--- config.mk ---
export PLATFORM = sky130hd
export DESIGN_NAME = qmon_ctrl
export DESIGN_NICKNAME = d
export VERILOG_FILES = /design/src/rtl/qmon_pkg.sv /design/src/rtl/qmon_ctrl.sv
export SDC_FILE = /design/constraint.sdc
export NUM_CORES = 1
export LEC_CHECK = 0
export BUFFER_PORTS_ARGS = -buffer_cell sky130_fd_sc_hd__buf_2
export CAP_MARGIN = 25
export CORE_MARGIN = 10
export CORE_UTILIZATION = 53
export CTS_CLUSTER_DIAMETER = 200
export CTS_CLUSTER_SIZE = 28
export DETAILED_ROUTE_END_ITERATION = 10
export PLACE_DENSITY = 0.77
export REMOVE_ABC_BUFFERS = 1
export SLEW_MARGIN = 20
export SYNTH_ARGS = -nofsm -noshare
export SYNTH_HDL_FRONTEND = slang
export SYNTH_SLANG_ARGS = --single-unit
export TNS_END_PERCENT = 20
--- constraint.sdc ---
create_clock -name clk_i -period 2.1 [get_ports clk_i]
set_input_delay 0.105 -clock clk_i [delete_from_list [all_inputs] [get_ports clk_i]]
set_output_delay 0.105 -clock clk_i [all_outputs]
set_load 0.05 [all_outputs]
--- src/rtl/qmon_pkg.sv ---
// qmon_pkg: shared constants, types and the divide-by-100 helper of the quota monitor
// used by qmon_ctrl, qmon_dp and the top level; depends on nothing
`timescale 1ns / 1ps
`default_nettype none
package qmon_pkg;

  localparam int DAY_SLOTS = 31;
  localparam int IDX_W     = (DAY_SLOTS > 1) ? $clog2(DAY_SLOTS) : 1;
  localparam int CNT_W     = $clog2(DAY_SLOTS + 2);
  localparam int KEY_W     = 27;
  localparam int CNT64_W   = 64;
  localparam int DELTA_W   = 32;
  localparam int LIMIT_W   = 56;
  localparam int MONTH_W   = 21;
  localparam int SCALE_W   = 68;

  // floor(x / 100) = (x * ceil(2^34 / 100)) >> 34 for any 27-bit x
  localparam logic [27:0] DIV100_MUL = 28'd171798692;

  typedef enum logic [1:0] {
    LVL_NONE = 2'd0,
    LVL_NEAR = 2'd1,
    LVL_OVER = 2'd2
  } level_e;

  typedef struct packed {
    logic [KEY_W-1:0]   day;
    logic [CNT64_W-1:0] rx;
    logic [CNT64_W-1:0] tx;
  } entry_t;

  typedef struct packed {
    logic             load;
    logic             scan_rd;
    logic             write;
    logic             sum_rd;
    logic             grade_a;
    logic             grade_b;
    logic             grade_c;
    logic [IDX_W-1:0] addr;
  } cmd_t;

  typedef struct packed {
    logic out_free;
  } sts_t;

  function automatic logic [MONTH_W-1:0] div100(input logic [KEY_W-1:0] x);
    logic [KEY_W+27:0] p;
    p = x * DIV100_MUL;
    return p[KEY_W+27:34];
  endfunction

endpackage
`default_nettype wire

--- src/rtl/qmon_ctrl.sv ---
// qmon_ctrl: sequencer of the quota monitor (scan, write back, sum, grade)
// depends on qmon_pkg
`timescale 1ns / 1ps
`default_nettype none
module qmon_ctrl (
  input  wire logic          clk_i,
  input  wire logic          rst_ni,
  input  wire logic          in_valid_i,
  output logic               in_stall_o,
  input  wire qmon_pkg::sts_t sts_i,
  output qmon_pkg::cmd_t     cmd_o
);

  typedef enum logic [6:0] {
    S_IDLE  = 7'b0000001,
    S_SCAN  = 7'b0000010,
    S_WRITE = 7'b0000100,
    S_SUM   = 7'b0001000,
    S_GA    = 7'b0010000,
    S_GB    = 7'b0100000,
    S_GC    = 7'b1000000
  } state_e;

  localparam logic [qmon_pkg::CNT_W-1:0] LAST_RD = qmon_pkg::CNT_W'(qmon_pkg::DAY_SLOTS - 1);
  localparam logic [qmon_pkg::CNT_W-1:0] SCAN_END = qmon_pkg::CNT_W'(qmon_pkg::DAY_SLOTS);
  localparam logic [qmon_pkg::CNT_W-1:0] SUM_END = qmon_pkg::CNT_W'(qmon_pkg::DAY_SLOTS + 1);

  state_e                      state_q, state_d;
  logic [qmon_pkg::CNT_W-1:0]  cnt_q, cnt_d;
  logic                        accept;

  assign in_stall_o = (state_q != S_IDLE);
  assign accept     = in_valid_i && (state_q == S_IDLE);

  always_comb begin
    state_d = state_q;
    cnt_d   = cnt_q;
    cmd_o   = '0;
    cmd_o.addr = cnt_q[qmon_pkg::IDX_W-1:0];
    case (state_q)
      S_IDLE: begin
        cnt_d = '0;
        if (accept) begin
          cmd_o.load = 1'b1;
          state_d    = S_SCAN;
        end
      end
      S_SCAN: begin
        cmd_o.scan_rd = (cnt_q <= LAST_RD);
        cnt_d         = cnt_q + 1'b1;
        if (cnt_q == SCAN_END) begin
          cnt_d   = '0;
          state_d = S_WRITE;
        end
      end
      S_WRITE: begin
        cmd_o.write = 1'b1;
        state_d     = S_SUM;
      end
      S_SUM: begin
        cmd_o.sum_rd = (cnt_q <= LAST_RD);
        cnt_d        = cnt_q + 1'b1;
        if (cnt_q == SUM_END) begin
          cnt_d   = '0;
          state_d = S_GA;
        end
      end
      S_GA: begin
        cmd_o.grade_a = 1'b1;
        state_d       = S_GB;
      end
      S_GB: begin
        cmd_o.grade_b = 1'b1;
        state_d       = S_GC;
      end
      S_GC: begin
        if (sts_i.out_free) begin
          cmd_o.grade_c = 1'b1;
          state_d       = S_IDLE;
        end
      end
      default: begin
        state_d = S_IDLE;
      end
    endcase
  end

  always_ff @(posedge clk_i or negedge rst_ni) begin
    if (!rst_ni) begin
      state_q <= S_IDLE;
      cnt_q   <= '0;
    end else begin
      state_q <= state_d;
      cnt_q   <= cnt_d;
    end
  end

  a_accept_starts_scan: assert property (@(posedge clk_i) disable iff (!rst_ni)
    accept |=> (state_q == S_SCAN))
    else $error("accepted item did not start a scan");

  a_result_into_free_reg: assert property (@(posedge clk_i) disable iff (!rst_ni)
    cmd_o.grade_c |-> sts_i.out_free)
    else $error("result loaded over a waiting result");

endmodule
`default_nettype wire

==> impl_results.md <==
* First-pass GRT wire length at 3190 µm
* Max clock buf depth at 2
* Layout overhead on the synthesized area at 9.91%
* Leakage at around 0.47 nW
* Cell area after placement at between 900 and 1000 µm²
* # fillers at between 100 and 150
* Setup Fix Bufs, Post-CTS at 0
* Startpoint types: register
* R2r setup slk at approximately 310 ps
* Outcome: finished clean
* Post-synth top flop: dfrtp_1
* Starting Density at 0.571
* Largest net degree at the start of global routing at 14
* Wire per inst at 15.9 µm
* PwrDens at 1520 nW/µm²
* Worst setup path class: reg2out
* CTS buffer count at 3
* Area of the multi-input gates at approximately 480 µm²
* Commonest cells in the netlist: nor2_1, dfrtp_1, nand2_1, o21ai_0
* Compound-gate portion of the synthesized area at 0.194
* Syn. warnings at 0
* #FFs+latches synth at 13
* N_diodes at 0
* Unrepaired setup endpoints after global routing: false
* Max_cap viols at 0
* Htree depth at 1
* Initial antenna violation count at 0
* Number of vias per cell at approximately 5.7
* Fmax at between 500 and 600 MHz
* WP data arrival at 1820 ps
* Post-synthesis mux area share at 0
* Syn Area/Cell at 9.17 µm²
* CP Cell Sequence: nor4_4 > nand2_1 > nor2_1 > buf_2
* Clk_lat worst skew at 270 ps
* Rows at 14
* Worst vdd ir at about 1.1 mV
* Die area at ~3700 µm²
* Finished Layout Cells at ~130
* Final setup skew at between 3 and 4 ps
* First-pass DRT Iterations at 4
* Grt ovf at 0
* CTS tree: yes
* Finished Cell Area at approximately 960 µm²
* IO Pins at 17
* Post-layout util at 0.628
* Fin crit share at 0.916
* Critical-path top delay cell: nor4_4
* Final nets at about 120
* Clk slew on worst S/H paths at around 80 ps
* Synth area leaders: dfrtp_1, nor2_1, buf_4
* Die W at between 60 and 70 µm
* Crit path largest cell delay at approximately 480 ps
* Max-slew violations at 0
* Leading area contributor after synthesis: dfrtp_1
* Hold Vio Cnt, Final at 0
* Fin Setup TNS at 0 ps
* Final wirelength at roughly 2000 µm
* Req. time, crit path at about 2000 ps
* Dpl cells at 120
* Design Power at around 1.5 mW
* Final setup fails at 0
* All-Layer GR Usage at 0.114
* Synth Area in Adders at 0.0431
* Min Tclk post-route at around 1900 ps
* Vias in the first global route at slightly above 700
* Xor and xnor area share after synthesis at 0.0302
* Max-Slew Margin vs Limit at 0.709
* # DRC at 0
* Root Buffer Master: clkbuf_4
* Gate Count Post-Synth at 95
* Sequential cell area at roughly 330 µm²
* Number of antenna-violating nets in the routed design at 0
* Sequential area share after synthesis at 0.375
* Crit end category: primary output
* Worst slew pin tran at around 440 ps
* Hold Slack at 23.1 ps
* Final GP Congestion at roughly 0.84
* Sink Count at 13
* Netlist cell types at 35
* Asr flop ratio synth at 1.00
* Synth Area in Simple Gates at 0.283
* Worst Hold Class: in2reg
* Post-detail-place hpwl at about 1600 µm
* First DRT Iteration DRCs at 6
* Count of input and output buffers at 16
* Placeable Area at between 1500 and 2000 µm²
* Post-synth EDFFs at 0
* Die Span Y at about 61 µm
* Top-area cell type share of the netlist area at 0.345
* Largest family of logic cells by synthesized area: simple AND/OR/NAND/NOR gates
* Synth Cell Area at 871 µm²
* Routed vias at slightly above 700
* Post-CTS Resized at 0
* Layout cell share with drive strength beyond 1 at 0.266
* Crit Path Max Fanout at 6
* Place WS at 323 ps
* Final setup margin at 176 ps
* Most common cell in the synthesized netlist: nor2_1
[final cells by class]
cell class,instances,share of cell area
clock buffers,4,0.0275
inverters,4,0.0157
multi-input cells,71,0.501
flip-flops and latches,13,0.341
well taps,16,0.0209
repair buffers,17,0.0941
[power by group]
group          leakage [nW]  internal, mW  total [mW]  switching [mW]
Combinational         0.278         0.275       0.867           0.592
Sequential            0.174         0.322       0.430           0.108
Clock                0.0150        0.0736       0.156          0.0824
[flip-flops by register name, indices dropped and copies added, names as in the netlist]
| register | cells |
|---|---|
| cnt_q | 6 |
| state_q | 7 |
[cell families after synthesis]
| family | after synthesis |
|---|---|
| buffers and inverters | 11 |
| AOI/OAI and AO/OA | 23 |
| adders and majority gates | 3 |
| and+or+nand+nor | 42 |
| DFF | 13 |
| xor gates and xnor gates | 3 |
[worst max-delay path, delay by kind of cell, from the launching register on]
| kind | cells | cell delay, ps |
|---|---|---|
| buffers and inverters | 1 | 270 |
| DFF | 1 | 460 |
| and+or+nand+nor | 3 | 820 |
[layer usage]
layer | GRT usage | up-vias | wire, µm
met3 | 0.0292 | 6 | 103
li1 | - | 359 | -
met4 | 0.0564 | 0 | 43
met5 | 0 | - | 0
met1 | 0.118 | 331 | 813
met2 | 0.206 | 11 | 1030
[repair_timing]
action,CTS,global route
hold endpoints to repair,13,0
setup endpoints to repair,0,0
hold buffers,1,0
[path summary, 6_finish.rpt]
kind | startpoint | endpoint | cells past startpoint
max in group asynchronous | rst_ni | state_q[0] | 2
worst min-delay path | in_valid_i | state_q[0] | 2
worst max register to register | cnt_q[1] | state_q[4] | 6
worst min register to register | cnt_q[0] | cnt_q[0] | 1
worst max-delay path | state_q[2] | cmd_o[11] | 4
min in group asynchronous | rst_ni | state_q[4] | 2
[layout by cell type, fill, tap and decap left out, types with 2 or more instances in the layout]
master | synthesis | final
ha_1 | 3 | 3
o21ai_0 | 7 | 7
buf_2 | 1 | 16
and3_1 | 3 | 3
a21oi_1 | 6 | 6
nor3b_1 | 2 | 2
dfrtp_1 | 12 | 12
nand2_1 | 9 | 9
nand3_1 | 2 | 2
xor2_1 | 2 | 2
clkbuf_4 | 0 | 3
nor2_1 | 15 | 15
o21bai_1 | 2 | 2
inv_1 | 4 | 4
Power figures use the tool's default switching activity.
